$ cat src/design/rciobd_pkg.sv
// shared types, codes and constants of the retro cpu io and bank decoder
package rciobd_pkg;

    localparam int KEY_DEPTH_DEFAULT = 8;
    localparam int KEY_WIDTH         = 8;

    // field widths
    localparam int CMD_W    = 2;
    localparam int ADDR_W   = 16;
    localparam int BYTE_W   = 8;
    localparam int WORD_W   = 32;
    localparam int REQ_W    = 3;
    localparam int PEND_W   = 16;

    // stream widths
    localparam int S_TDATA_W = 72;
    localparam int S_TUSER_W = 2;
    localparam int M_TDATA_W = 96;
    localparam int M_TUSER_W = 3;

    // commands
    localparam logic [CMD_W-1:0] CMD_MEM_READ = 2'd0;
    localparam logic [CMD_W-1:0] CMD_IO_READ  = 2'd1;
    localparam logic [CMD_W-1:0] CMD_IO_WRITE = 2'd2;
    localparam logic [CMD_W-1:0] CMD_TICK     = 2'd3;

    // bus requests
    localparam logic [REQ_W-1:0] REQ_NONE       = 3'd0;
    localparam logic [REQ_W-1:0] REQ_CONSOLE_WR = 3'd1;
    localparam logic [REQ_W-1:0] REQ_IDE_RD     = 3'd2;
    localparam logic [REQ_W-1:0] REQ_IDE_WR     = 3'd3;
    localparam logic [REQ_W-1:0] REQ_HOST_RD    = 3'd4;
    localparam logic [REQ_W-1:0] REQ_HOST_WR    = 3'd5;

    // io ports
    localparam logic [BYTE_W-1:0] PORT_ROM_OFF    = 8'h38;
    localparam logic [BYTE_W-1:0] PORT_BANK_HIGH  = 8'h3E;
    localparam logic [BYTE_W-1:0] PORT_BANK_LOW   = 8'h3F;
    localparam logic [BYTE_W-1:0] PORT_HOST_BYTE1 = 8'h41;
    localparam logic [BYTE_W-1:0] PORT_HOST_BYTE2 = 8'h42;
    localparam logic [BYTE_W-1:0] PORT_HOST_BYTE3 = 8'h43;

    // constants of the map
    localparam logic [ADDR_W-1:0] RAM_BASE       = 16'h4000;
    localparam logic [WORD_W-1:0] HOST_BASE      = 32'hBF800000;
    localparam logic [BYTE_W-1:0] STATUS_BASE    = 8'h06;
    localparam logic [PEND_W-1:0] PEND_MAX       = 16'hFFFF;

    typedef struct packed {
        logic [CMD_W-1:0]  command;
        logic [ADDR_W-1:0] address;
        logic [BYTE_W-1:0] write_data;
        logic [WORD_W-1:0] external_word;
        logic [BYTE_W-1:0] key_char;
        logic              timer_due;
    } item_t;

    typedef struct packed {
        logic [BYTE_W-1:0] read_data;
        logic              mem_is_rom;
        logic [ADDR_W-1:0] mem_address;
        logic [REQ_W-1:0]  bus_request;
        logic [WORD_W-1:0] bus_address;
        logic [WORD_W-1:0] bus_write_data;
        logic              interrupt_request;
    } result_t;

endpackage

$ cat src/design/rciobd_ram.sv
// generic single-write, single-read ram with registered read data
module rciobd_ram #(
    parameter int WIDTH = 8,
    parameter int DEPTH = 8
) (
    input  logic                     aclk,
    input  logic                     wr_en,
    input  logic [$clog2(DEPTH)-1:0] wr_addr,
    input  logic [WIDTH-1:0]         wr_data,
    input  logic [$clog2(DEPTH)-1:0] rd_addr,
    output logic [WIDTH-1:0]         rd_data
);

    logic [WIDTH-1:0] mem [DEPTH];

    always_ff @(posedge aclk) begin
        if (wr_en) begin
            mem[wr_addr] <= wr_data;
        end
        rd_data <= mem[rd_addr];
    end

endmodule

$ cat src/design/rciobd_core.sv
// decode of one transaction and the latches, key ring and timer state it updates
module rciobd_core #(
    parameter int KEY_DEPTH = rciobd_pkg::KEY_DEPTH_DEFAULT
) (
    input  logic                aclk,
    input  logic                aresetn,
    input  logic                step,
    input  rciobd_pkg::item_t   item,
    output rciobd_pkg::result_t result
);

    localparam int IW = $clog2(KEY_DEPTH);
    localparam logic [IW-1:0] LAST_IDX = IW'(KEY_DEPTH - 1);

    function automatic logic [IW-1:0] ring_next(input logic [IW-1:0] i);
        ring_next = (i == LAST_IDX) ? '0 : i + IW'(1);
    endfunction

    logic                           rom_disabled_reg, rom_disabled_next;
    logic                           bank_low_reg, bank_low_next;
    logic                           bank_high_reg, bank_high_next;
    logic [IW-1:0]                  wr_idx_reg, wr_idx_next;
    logic [IW-1:0]                  rd_idx_reg, rd_idx_next;
    logic [rciobd_pkg::BYTE_W-1:0]  prev_key_reg, prev_key_next;
    logic [rciobd_pkg::PEND_W-1:0]  pending_reg, pending_next;
    logic                           square_reg, square_next;
    logic [rciobd_pkg::WORD_W-1:0]  host_word_reg, host_word_next;
    logic                           bypass_reg, bypass_next;
    logic [rciobd_pkg::KEY_WIDTH-1:0] bypass_data_reg;

    logic                           ring_we;
    logic [rciobd_pkg::KEY_WIDTH-1:0] ram_q;
    logic [rciobd_pkg::KEY_WIDTH-1:0] ring_head;
    logic                           not_empty;
    logic [rciobd_pkg::BYTE_W-1:0]  port;
    logic [rciobd_pkg::BYTE_W-1:0]  high;
    logic [rciobd_pkg::WORD_W-1:0]  host_addr;
    logic                           is_serial, is_ide, is_host_byte;
    logic [rciobd_pkg::PEND_W-1:0]  pend_tick;

    rciobd_ram #(
        .WIDTH (rciobd_pkg::KEY_WIDTH),
        .DEPTH (KEY_DEPTH)
    ) u_key_ram (
        .aclk    (aclk),
        .wr_en   (ring_we),
        .wr_addr (wr_idx_reg),
        .wr_data (item.key_char),
        .rd_addr (rd_idx_next),
        .rd_data (ram_q)
    );

    // same-cycle write to the entry being fetched is forwarded
    assign bypass_next = ring_we && (wr_idx_reg == rd_idx_next);
    assign ring_head   = bypass_reg ? bypass_data_reg : ram_q;
    assign not_empty   = (rd_idx_reg != wr_idx_reg);

    assign port         = item.address[7:0];
    assign high         = item.address[15:8];
    assign host_addr    = rciobd_pkg::HOST_BASE
                        | {12'b0, port[6], 3'b0, high, port[5:0], 2'b0};
    assign is_serial    = (port[7:3] == 5'b00000);
    assign is_ide       = (port[7:3] == 5'b00010);
    assign is_host_byte = (port == rciobd_pkg::PORT_HOST_BYTE1)
                       || (port == rciobd_pkg::PORT_HOST_BYTE2)
                       || (port == rciobd_pkg::PORT_HOST_BYTE3);
    assign pend_tick    = (item.timer_due && (pending_reg != rciobd_pkg::PEND_MAX))
                        ? pending_reg + 16'd1 : pending_reg;

    always_comb begin
        rom_disabled_next = rom_disabled_reg;
        bank_low_next     = bank_low_reg;
        bank_high_next    = bank_high_reg;
        wr_idx_next       = wr_idx_reg;
        rd_idx_next       = rd_idx_reg;
        prev_key_next     = prev_key_reg;
        pending_next      = pending_reg;
        square_next       = square_reg;
        host_word_next    = host_word_reg;
        ring_we           = 1'b0;
        result            = '0;

        unique case (item.command)
            rciobd_pkg::CMD_MEM_READ: begin
                if (item.address >= rciobd_pkg::RAM_BASE || rom_disabled_reg) begin
                    result.mem_address = item.address;
                end else begin
                    result.mem_is_rom  = 1'b1;
                    result.mem_address = item.address
                                       + {bank_high_reg, bank_low_reg, 14'b0};
                end
            end
            rciobd_pkg::CMD_IO_READ: begin
                if (is_serial) begin
                    if (!port[1]) begin
                        if (not_empty) begin
                            result.read_data = ring_head;
                            rd_idx_next      = ring_next(rd_idx_reg);
                        end
                    end else begin
                        if (pending_reg != '0) begin
                            pending_next = pending_reg - 16'd1;
                            square_next  = ~square_reg;
                        end
                        result.read_data = rciobd_pkg::STATUS_BASE
                                         | {4'b0, square_next, 2'b0, not_empty};
                    end
                end else if (is_ide) begin
                    result.bus_request = rciobd_pkg::REQ_IDE_RD;
                    result.bus_address = {29'b0, port[2:0]};
                    result.read_data   = item.external_word[7:0];
                end else if (is_host_byte) begin
                    unique case (port[1:0])
                        2'b01:   result.read_data = host_word_reg[15:8];
                        2'b10:   result.read_data = host_word_reg[23:16];
                        default: result.read_data = host_word_reg[31:24];
                    endcase
                end else if (port[7]) begin
                    result.bus_request = rciobd_pkg::REQ_HOST_RD;
                    result.bus_address = host_addr;
                    host_word_next     = item.external_word;
                    result.read_data   = item.external_word[7:0];
                end
            end
            rciobd_pkg::CMD_IO_WRITE: begin
                if (is_serial) begin
                    if (!port[1]) begin
                        result.bus_request    = rciobd_pkg::REQ_CONSOLE_WR;
                        result.bus_write_data = {24'b0, item.write_data};
                    end
                end else if (is_ide) begin
                    result.bus_request    = rciobd_pkg::REQ_IDE_WR;
                    result.bus_address    = {29'b0, port[2:0]};
                    result.bus_write_data = {24'b0, item.write_data};
                end else if (port == rciobd_pkg::PORT_ROM_OFF) begin
                    rom_disabled_next = item.write_data[0];
                end else if (port == rciobd_pkg::PORT_BANK_HIGH) begin
                    bank_high_next = item.write_data[0];
                end else if (port == rciobd_pkg::PORT_BANK_LOW) begin
                    bank_low_next = item.write_data[0];
                end else if (port == rciobd_pkg::PORT_HOST_BYTE1) begin
                    host_word_next = {host_word_reg[31:16], item.write_data, 8'h00};
                end else if (port == rciobd_pkg::PORT_HOST_BYTE2) begin
                    host_word_next = {host_word_reg[31:24], item.write_data,
                                      host_word_reg[15:8], 8'h00};
                end else if (port == rciobd_pkg::PORT_HOST_BYTE3) begin
                    host_word_next = {item.write_data, host_word_reg[23:8], 8'h00};
                end else if (port[7]) begin
                    host_word_next        = {host_word_reg[31:8], item.write_data};
                    result.bus_request    = rciobd_pkg::REQ_HOST_WR;
                    result.bus_address    = host_addr;
                    result.bus_write_data = host_word_next;
                end
            end
            default: begin
                // periodic tick
                if (item.key_char != '0 && item.key_char != prev_key_reg) begin
                    ring_we                  = 1'b1;
                    wr_idx_next              = ring_next(wr_idx_reg);
                    result.interrupt_request = 1'b1;
                end
                prev_key_next = item.key_char;
                pending_next  = pend_tick;
                if (pend_tick != '0) begin
                    result.interrupt_request = 1'b1;
                end
            end
        endcase

        if (!step) begin
            ring_we     = 1'b0;
            rd_idx_next = rd_idx_reg;
            wr_idx_next = wr_idx_reg;
        end
    end

    always_ff @(posedge aclk) begin
        if (!aresetn) begin
            rom_disabled_reg <= 1'b0;
            bank_low_reg     <= 1'b0;
            bank_high_reg    <= 1'b0;
            wr_idx_reg       <= '0;
            rd_idx_reg       <= '0;
            prev_key_reg     <= '0;
            pending_reg      <= '0;
            square_reg       <= 1'b0;
            host_word_reg    <= '0;
            bypass_reg       <= 1'b0;
        end else begin
            bypass_reg <= bypass_next;
            if (step) begin
                rom_disabled_reg <= rom_disabled_next;
                bank_low_reg     <= bank_low_next;
                bank_high_reg    <= bank_high_next;
                wr_idx_reg       <= wr_idx_next;
                rd_idx_reg       <= rd_idx_next;
                prev_key_reg     <= prev_key_next;
                pending_reg      <= pending_next;
                square_reg       <= square_next;
                host_word_reg    <= host_word_next;
            end
        end
    end

    always_ff @(posedge aclk) begin
        bypass_data_reg <= item.key_char;
    end

endmodule

$ cat src/design/retro_cpu_io_and_bank_decoder_top.sv
// top level of the retro cpu io and bank decoder: stream ports, input and result registers
// One transaction in, one transaction out. Each accepted item (memory read, io read,
// io write or periodic tick) is held in an input register, decoded combinationally
// against the bank latches, key ring, timer counter and host word, and the result
// lands in a result register. The block accepts one item per clock while m_tready
// does not stall a full result register, and returns one result per item in order;
// each item passes the input register and then the result register. The rate is
// set by the combinational decode and state update loop; the key ring sits in a
// small ram whose head entry is fetched ahead, so ring reads wait on no ram access.
// No clearing pass is needed after reset.
module retro_cpu_io_and_bank_decoder_top #(
    parameter int KEY_DEPTH = rciobd_pkg::KEY_DEPTH_DEFAULT
) (
    input  logic                             aclk,
    input  logic                             aresetn,
    // input channel
    input  logic                             s_tvalid,
    output logic                             s_tready,
    // address[15:0], write_data[23:16], external_word[55:24], key_char[63:56],
    // timer_due[64], zero fill above
    input  logic [rciobd_pkg::S_TDATA_W-1:0] s_tdata,
    // command[1:0]
    input  logic [rciobd_pkg::S_TUSER_W-1:0] s_tuser,
    // result channel
    output logic                             m_tvalid,
    input  logic                             m_tready,
    // read_data[7:0], mem_is_rom[8], mem_address[24:9], bus_address[56:25],
    // bus_write_data[88:57], interrupt_request[89], zero fill above
    output logic [rciobd_pkg::M_TDATA_W-1:0] m_tdata,
    // bus_request[2:0]
    output logic [rciobd_pkg::M_TUSER_W-1:0] m_tuser
);

    logic                in_valid_reg, in_valid_next;
    rciobd_pkg::item_t   in_item_reg;
    logic                out_valid_reg, out_valid_next;
    rciobd_pkg::result_t out_result_reg;
    rciobd_pkg::result_t core_result;
    logic                advance;
    logic                step;
    logic                s_accept;

    // the result register frees when empty or when its transaction is taken
    assign advance  = !out_valid_reg || m_tready;
    assign step     = in_valid_reg && advance;
    assign s_tready = !in_valid_reg || advance;
    assign s_accept = s_tvalid && s_tready;

    assign in_valid_next  = s_accept ? 1'b1 : (advance ? 1'b0 : in_valid_reg);
    assign out_valid_next = advance ? in_valid_reg : out_valid_reg;

    rciobd_core #(
        .KEY_DEPTH (KEY_DEPTH)
    ) u_core (
        .aclk    (aclk),
        .aresetn (aresetn),
        .step    (step),
        .item    (in_item_reg),
        .result  (core_result)
    );

    always_ff @(posedge aclk) begin
        if (!aresetn) begin
            in_valid_reg  <= 1'b0;
            out_valid_reg <= 1'b0;
        end else begin
            in_valid_reg  <= in_valid_next;
            out_valid_reg <= out_valid_next;
        end
    end

    // payload registers
    always_ff @(posedge aclk) begin
        if (s_accept) begin
            in_item_reg.command       <= s_tuser[1:0];
            in_item_reg.address       <= s_tdata[15:0];
            in_item_reg.write_data    <= s_tdata[23:16];
            in_item_reg.external_word <= s_tdata[55:24];
            in_item_reg.key_char      <= s_tdata[63:56];
            in_item_reg.timer_due     <= s_tdata[64];
        end
        if (step) begin
            out_result_reg <= core_result;
        end
    end

    assign m_tvalid = out_valid_reg;
    assign m_tuser  = out_result_reg.bus_request;
    assign m_tdata  = {6'b0,
                       out_result_reg.interrupt_request,
                       out_result_reg.bus_write_data,
                       out_result_reg.bus_address,
                       out_result_reg.mem_address,
                       out_result_reg.mem_is_rom,
                       out_result_reg.read_data};

endmodule
$ cat config.mk
export PLATFORM = sky130hd
export DESIGN_NAME = retro_cpu_io_and_bank_decoder_top
export DESIGN_NICKNAME = d
export VERILOG_FILES = /design/src/design/rciobd_pkg.sv /design/src/design/rciobd_ram.sv /design/src/design/rciobd_core.sv /design/src/design/retro_cpu_io_and_bank_decoder_top.sv
export SDC_FILE = /design/constraint.sdc
export NUM_CORES = 1
export LEC_CHECK = 0
export BUFFER_PORTS_ARGS = -buffer_cell sky130_fd_sc_hd__buf_2
export CAP_MARGIN = 10
export CORE_AREA = 2 2 173 175
export CTS_CLUSTER_DIAMETER = 30
export DETAILED_ROUTE_END_ITERATION = 8
export DIE_AREA = 0 0 175 177
export PLACE_DENSITY = 0.65
export SLEW_MARGIN = 10
export SYNTH_ARGS = -nofsm -noshare
export SYNTH_HDL_FRONTEND = slang
export SYNTH_HIERARCHICAL = 1
export SYNTH_SLANG_ARGS = --single-unit
export TNS_END_PERCENT = 1
$ cat constraint.sdc
create_clock -name aclk -period 21.4 [get_ports aclk]
set_input_delay 1.07 -clock aclk [delete_from_list [all_inputs] [get_ports aclk]]
set_output_delay 1.07 -clock aclk [all_outputs]
set_load 0.01 [all_outputs]
[After elaboration in Yosys (flattened, before gate mapping)]
Memories as Yosys holds them, arrays and structs flattened. A register that Yosys moved wholly into a read port is not among the register bits.
Cells that the tools add are included.
Word-level totals
  register bits after elaboration: 229
  memory bits (writable): 64
  output and inout bits: 101
  memories: 1
  input port bits: 78
Memories
  u_core.u_key_ram.mem: depth 8, width 8, rd ports 1, clocked after memory_dff 1, wr ports 1, line rciobd_ram.sv:14  | logic [WIDTH-1:0] mem [DEPTH];
Cells by class
  equal/unequal tests: 34
  bitwise operators: 7
  add/subtract/negate cells: 5
  reduce and logical (&&, ||, !) cells: 31
  multiplexer cells: 63
  order comparisons: 1
Operator list (number)
  $mux 67: 8
  $mux 32: 14
  $mux 35: 4
  $mux 16: 5
  $mux 8: 9
  $pmux 35 s2: 1
  $pmux 32 s2: 1
  $pmux 16 s2: 1
  $reduce_bool 16->1: 2
  $eq 8x6->1 const B: 3
  $eq 8x7->1 const B: 3
  $mux 3: 8
  $ne 2x2->1 const B: 12
  $add 16x1->16 const B: 1
  $add 16x16->16: 1
  $ge 16x15->1 const B: 1
  $ne 16x16->1 const B: 1
  $pmux 8 s2: 1
  $sub 16x1->16 const B: 1
  $reduce_and 14->1: 1
  $reduce_and 13->1: 1
  $reduce_and 12->1: 1
  $mux 1: 11
  $ne 2x1->1 const B: 5
  other kinds (24): 45

[Logic depth before layout (Yosys ltp)]
  depth in word-level cells: 10
  depth in mapped cells: 11
  gate-level depth less buffers: 8

[By module]
The synthesis kept the hierarchy.
Modules (own cells, without submodules)
  rciobd_core: cells an instance 667, area an instance 5257.5 sq um, instances 1
  retro_cpu_io_and_bank_decoder_top: cells an instance 176, area an instance 4957.3 sq um, instances 1
  rciobd_ram: cells an instance 114, area an instance 2691.3 sq um, instances 1

[Least setup slack after synthesis]
OpenSTA, ideal clock, no wires.
  kind: input to register
  start: in m_tready
  end: reg u_core.u_key_ram.rd_data[1] (read register of u_core.u_key_ram.mem)
  library setup time: 121 ps
  slack: 13991 ps
  stages: 10
  path buffers: 3
  data arrival time: 7288 ps
  cell sequence: nor2b_4 -> nor2b_1 -> nand4_4 -> buf_6 -> nor3_1 -> a21o_1 -> buf_6 -> buf_12 -> mux4_1 -> mux2_2
On the way
  longest elaborated chain between the ends: 3
RTL lines
  start: declaration: line retro_cpu_io_and_bank_decoder_top.sv:26  | input logic m_tready,
  $logic_or 1x1->1: line retro_cpu_io_and_bank_decoder_top.sv:44  | assign advance = !out_valid_reg || m_tready;
  $logic_and 1x1->1: line retro_cpu_io_and_bank_decoder_top.sv:45  | assign step = in_valid_reg && advance;
  net step: line retro_cpu_io_and_bank_decoder_top.sv:40  | logic step;
  $mux 3: line rciobd_core.sv:170  | if (!step) begin
  net u_core.rd_idx_next[0]: line rciobd_core.sv:23  | logic [IW-1:0] rd_idx_reg, rd_idx_next;
  end: declaration: line rciobd_ram.sv:11  | output logic [WIDTH-1:0] rd_data
The timed path passes the listed nets, and every way through them passes these cells.
A chain may end at the register's enable or synchronous reset.

[Worst setup path in the final report]
  start: in m_tready
  end: reg u_core.u_key_ram.rd_data[2] (read register of u_core.u_key_ram.mem)
Same word-level chain as after synthesis.

==> run_results.csv <==
group,metric,value,unit
run_status,status,"complete, no violations",
sta,rsz0062_at_grt,"no",
floorplan,io_pins,179,
clock_network,root_buffer,"clkbuf_16",
power_and_ir_drop,power_frac_comb,0.048,
hold_path,min_path_type,"register to register",
global_routing,grt_max_degree,68,
clock_network,cts_resized,0,
sta,hold_viol,0,
clock_network,cts_tree,"done",
clock_network,cts_buffer_depth,3,
detailed_routing,wirelength,28.0,mm
power_and_ir_drop,pwr-share-seq,0.439,
detailed_routing,dr.pass1.iters,5,
logic_synthesis,synth_flop_cell,"edfxtp_1",
layout,syn_to_final_growth,20.7,%
power_and_ir_drop,power_frac_clock,0.514,
global_routing,grt_antenna_before_repair,4,
power_and_ir_drop,max-vdd-ir-drop,0.0597,mV
global_routing,grt_pass1_vias,7734,
floorplan,die_w,175,µm
logic_synthesis,yosys_warnings,6,
logic_synthesis,ys_async_sr_fraction,0,
logic_synthesis,syn_inst,957,
logic_synthesis,yosysSeqAreaShare,0.641,
power_and_ir_drop,p_switching,359,µW
sta,period_needed,4440,ps
critical_path,startpoint,"m_tready",
layout,final_common_cell,"edfxtp_1",
logic_synthesis,syn_avg_cell_area,13.5,µm²
critical_path,critPathMaxFanout,56,
detailed_routing,drtAntennaViolNets,0,
critical_path,slowest_stage,"mux4_1",
layout,final_cell_mix,"edfxtp_1, buf_2, dfxtp_1, nor2_1",
clock_network,insertion_delay,550,ps
power_and_ir_drop,cellPowerDensity,97.5,mW/mm²
detailed_routing,drcViolationCount,0,
detailed_routing,wl_per_cell,18.1,µm
power_and_ir_drop,swShare,0.236,
placement,dp_hpwl,18.7,mm
placement,place.gp.congestion,0.935,
critical_path,crit_path_end_kind,"register",
clock_network,post-cts-setup-buffers,0,
layout,layout.nets,1208,
logic_synthesis,synth_edf_count,224,
global_routing,grt_overflow_total,0,
detailed_routing,via_per_inst,5.31,
power_and_ir_drop,intPower,1.16,mW
sta,tns,0,ps
clock_network,htreeDepth,2,
logic_synthesis,syn_area,0.0129,mm²
floorplan,die_h,177,µm
critical_path,cp-start-kind,"primary input",
placement,io_buffers,165,
sta,slew_headroom,0.293,
power_and_ir_drop,p_leak,5.81,nW
layout,largest_reg_flops,90,
critical_path,worstPathCellList,"buf_2 > nor2b_4 > nor2b_4 > buf_4 > buf_4 > nand4_4 > nor3_1 > a21o_1 > mux4_1 > mux2_2",
clock_network,clk_pin_slew,50,ps
global_routing,grt_usage,0.179,
floorplan,die_area,0.0310,mm²
floorplan,start_util,0.441,
sta,setup_viol,0,
hold_path,hp-start,"u_core/prev_key_reg[4]$_SDFFE_PN0P_",
detailed_routing,vias,8227,
critical_path,critPathKind,"primary input to register",
sta,skew,21.1,ps
floorplan,core,0.0292,mm²
power_and_ir_drop,total_power,1.52,mW
logic_synthesis,yosysUniqueCellTypes,79,
sta,fmax,0.225,GHz
critical_path,rr_startpoint,"in_valid_reg$_SDFFE_PN0P_",
logic_synthesis,ys_ff_latch,301,
clock_network,cts.sinks,301,
global_routing,grt_pass1_wl,43.2,mm
critical_path,critPathMaxStageDelay,710,ps
detailed_routing,drt_iter0_markers,723,
sta,timing.final.max_slew_violations,0,
clock_network,hold_buffers,0,
sta,final.period_utilization,0.208,
critical_path,critPathArrivalTime,4860,ps
clock_network,numCtsBuffers,50,
critical_path,cp_data_required_time,21820,ps
layout,drive_gt1_frac,0.269,
sta,worstMarginPinSlew,1050,ps
floorplan,core.rowCount,63,
flow_run,maxCapViolations,0,
-- cells by family (layout without fill, tap and decap cells) --
logic type / Yosys count / after routing / synth area share
AO/OA/AOI/OAI: 166 / 166 / 0.0957
XOR/XNOR: 17 / 17 / 0.0115
adder cells (fa/ha/maj): 16 / 16 / 0.0155
buffers and inverters: 93 / 281 / 0.0399
flip-flops: 301 / 301 / 0.641
multiplexers: 49 / 49 / 0.0589
other: 2 / 17 / 0.000582
AND/OR/NAND/NOR: 313 / 313 / 0.137
-- synth_stat cells, types with 9 or more instances --
library cell,instances,area (µm²)
mux4_1,15,394
a221oi_1,9,78.8
and3_1,31,194
a211oi_1,18,135
mux2_2,11,124
mux2i_1,22,220
nand2_1,51,191
nand2b_1,18,113
nor2_1,57,214
a22oi_1,26,195
dfxtp_1,77,1540
inv_1,16,60.1
buf_4,28,210
xor2_1,12,105
o21ai_0,12,60.1
nand3_1,30,150
nor2b_1,13,81.3
ha_1,16,200
edfxtp_1,224,6730
a21oi_1,37,185
a31oi_1,9,56.3
clkbuf_1,29,109
buf_2,11,55.1
o22ai_1,10,62.6
and2_1,45,282
nand4_1,10,62.6
nor3_1,19,95.1
-- metrics by stage --
stage / setup WS, ps / cell area [µm²] / instances / hold WS [ps] / util
5_1_grt: 16670 / 15600 / 1550 / 493 / 0.533
3_3_place_gp: 16450 / 13900 / 1452 / 454 / 0.474
4_1_cts: 16980 / 15600 / 1546 / 468 / 0.532
6_report: 16960 / 15600 / 1550 / 469 / 0.533
2_1_floorplan: 13990 / 12900 / 968 / 448 / -
3_5_place_dp: 16410 / 13900 / 1452 / 461 / 0.475
-- power by group through the flow --
stage               clock, mW  combinational, mW  sequential, mW
floorplan                   0             0.0451           0.677
global placement            0             0.0714           0.677
detailed placement          0             0.0722           0.678
CTS                     0.796             0.0725           0.666
global route            0.822             0.0801           0.668
finish                  0.780             0.0724           0.666
-- area by class of cell --
type,count,area (µm²)
fillers,2446,13700
repair buffers,171,871
well taps,390,488
inverters,16,60.1
clock inverters,37,372
diodes,4,10.0
flip-flops and latches,301,8270
multi-input cells,574,4190
clock buffers,57,1320
-- metal layers --
metal	vias to the layer above	routed length, µm	global-route usage
met3	57	1750	0.0294
met5	-	0	0
met1	3910	12400	0.246
met4	0	780	0.0663
li1	3951	-	-
met2	309	13100	0.289
-- path summary, 6_finish.rpt --
path / cells after the start / endpoint / slack [ps]
worst max-delay path: 10 / u_core/u_key_ram/rd_data[2]$_DFF_P_ / 16960
worst min-delay path: 2 / u_core/prev_key_reg[4]$_SDFFE_PN0P_ / 470
worst max register to register: 8 / u_core/u_key_ram/rd_data[2]$_DFF_P_ / 17120
worst min register to register: 2 / u_core/prev_key_reg[4]$_SDFFE_PN0P_ / 470
-- worst max-delay path: cells and delay by family --
| kind | cells | cell delay (ps) |
|---|---|---|
| and+or+nand+nor | 4 | 690 |
| muxes | 2 | 1010 |
| buffers and inverters | 3 | 1340 |
| AOI/OAI and AO/OA | 1 | 670 |
Power figures use the tool's default switching activity.
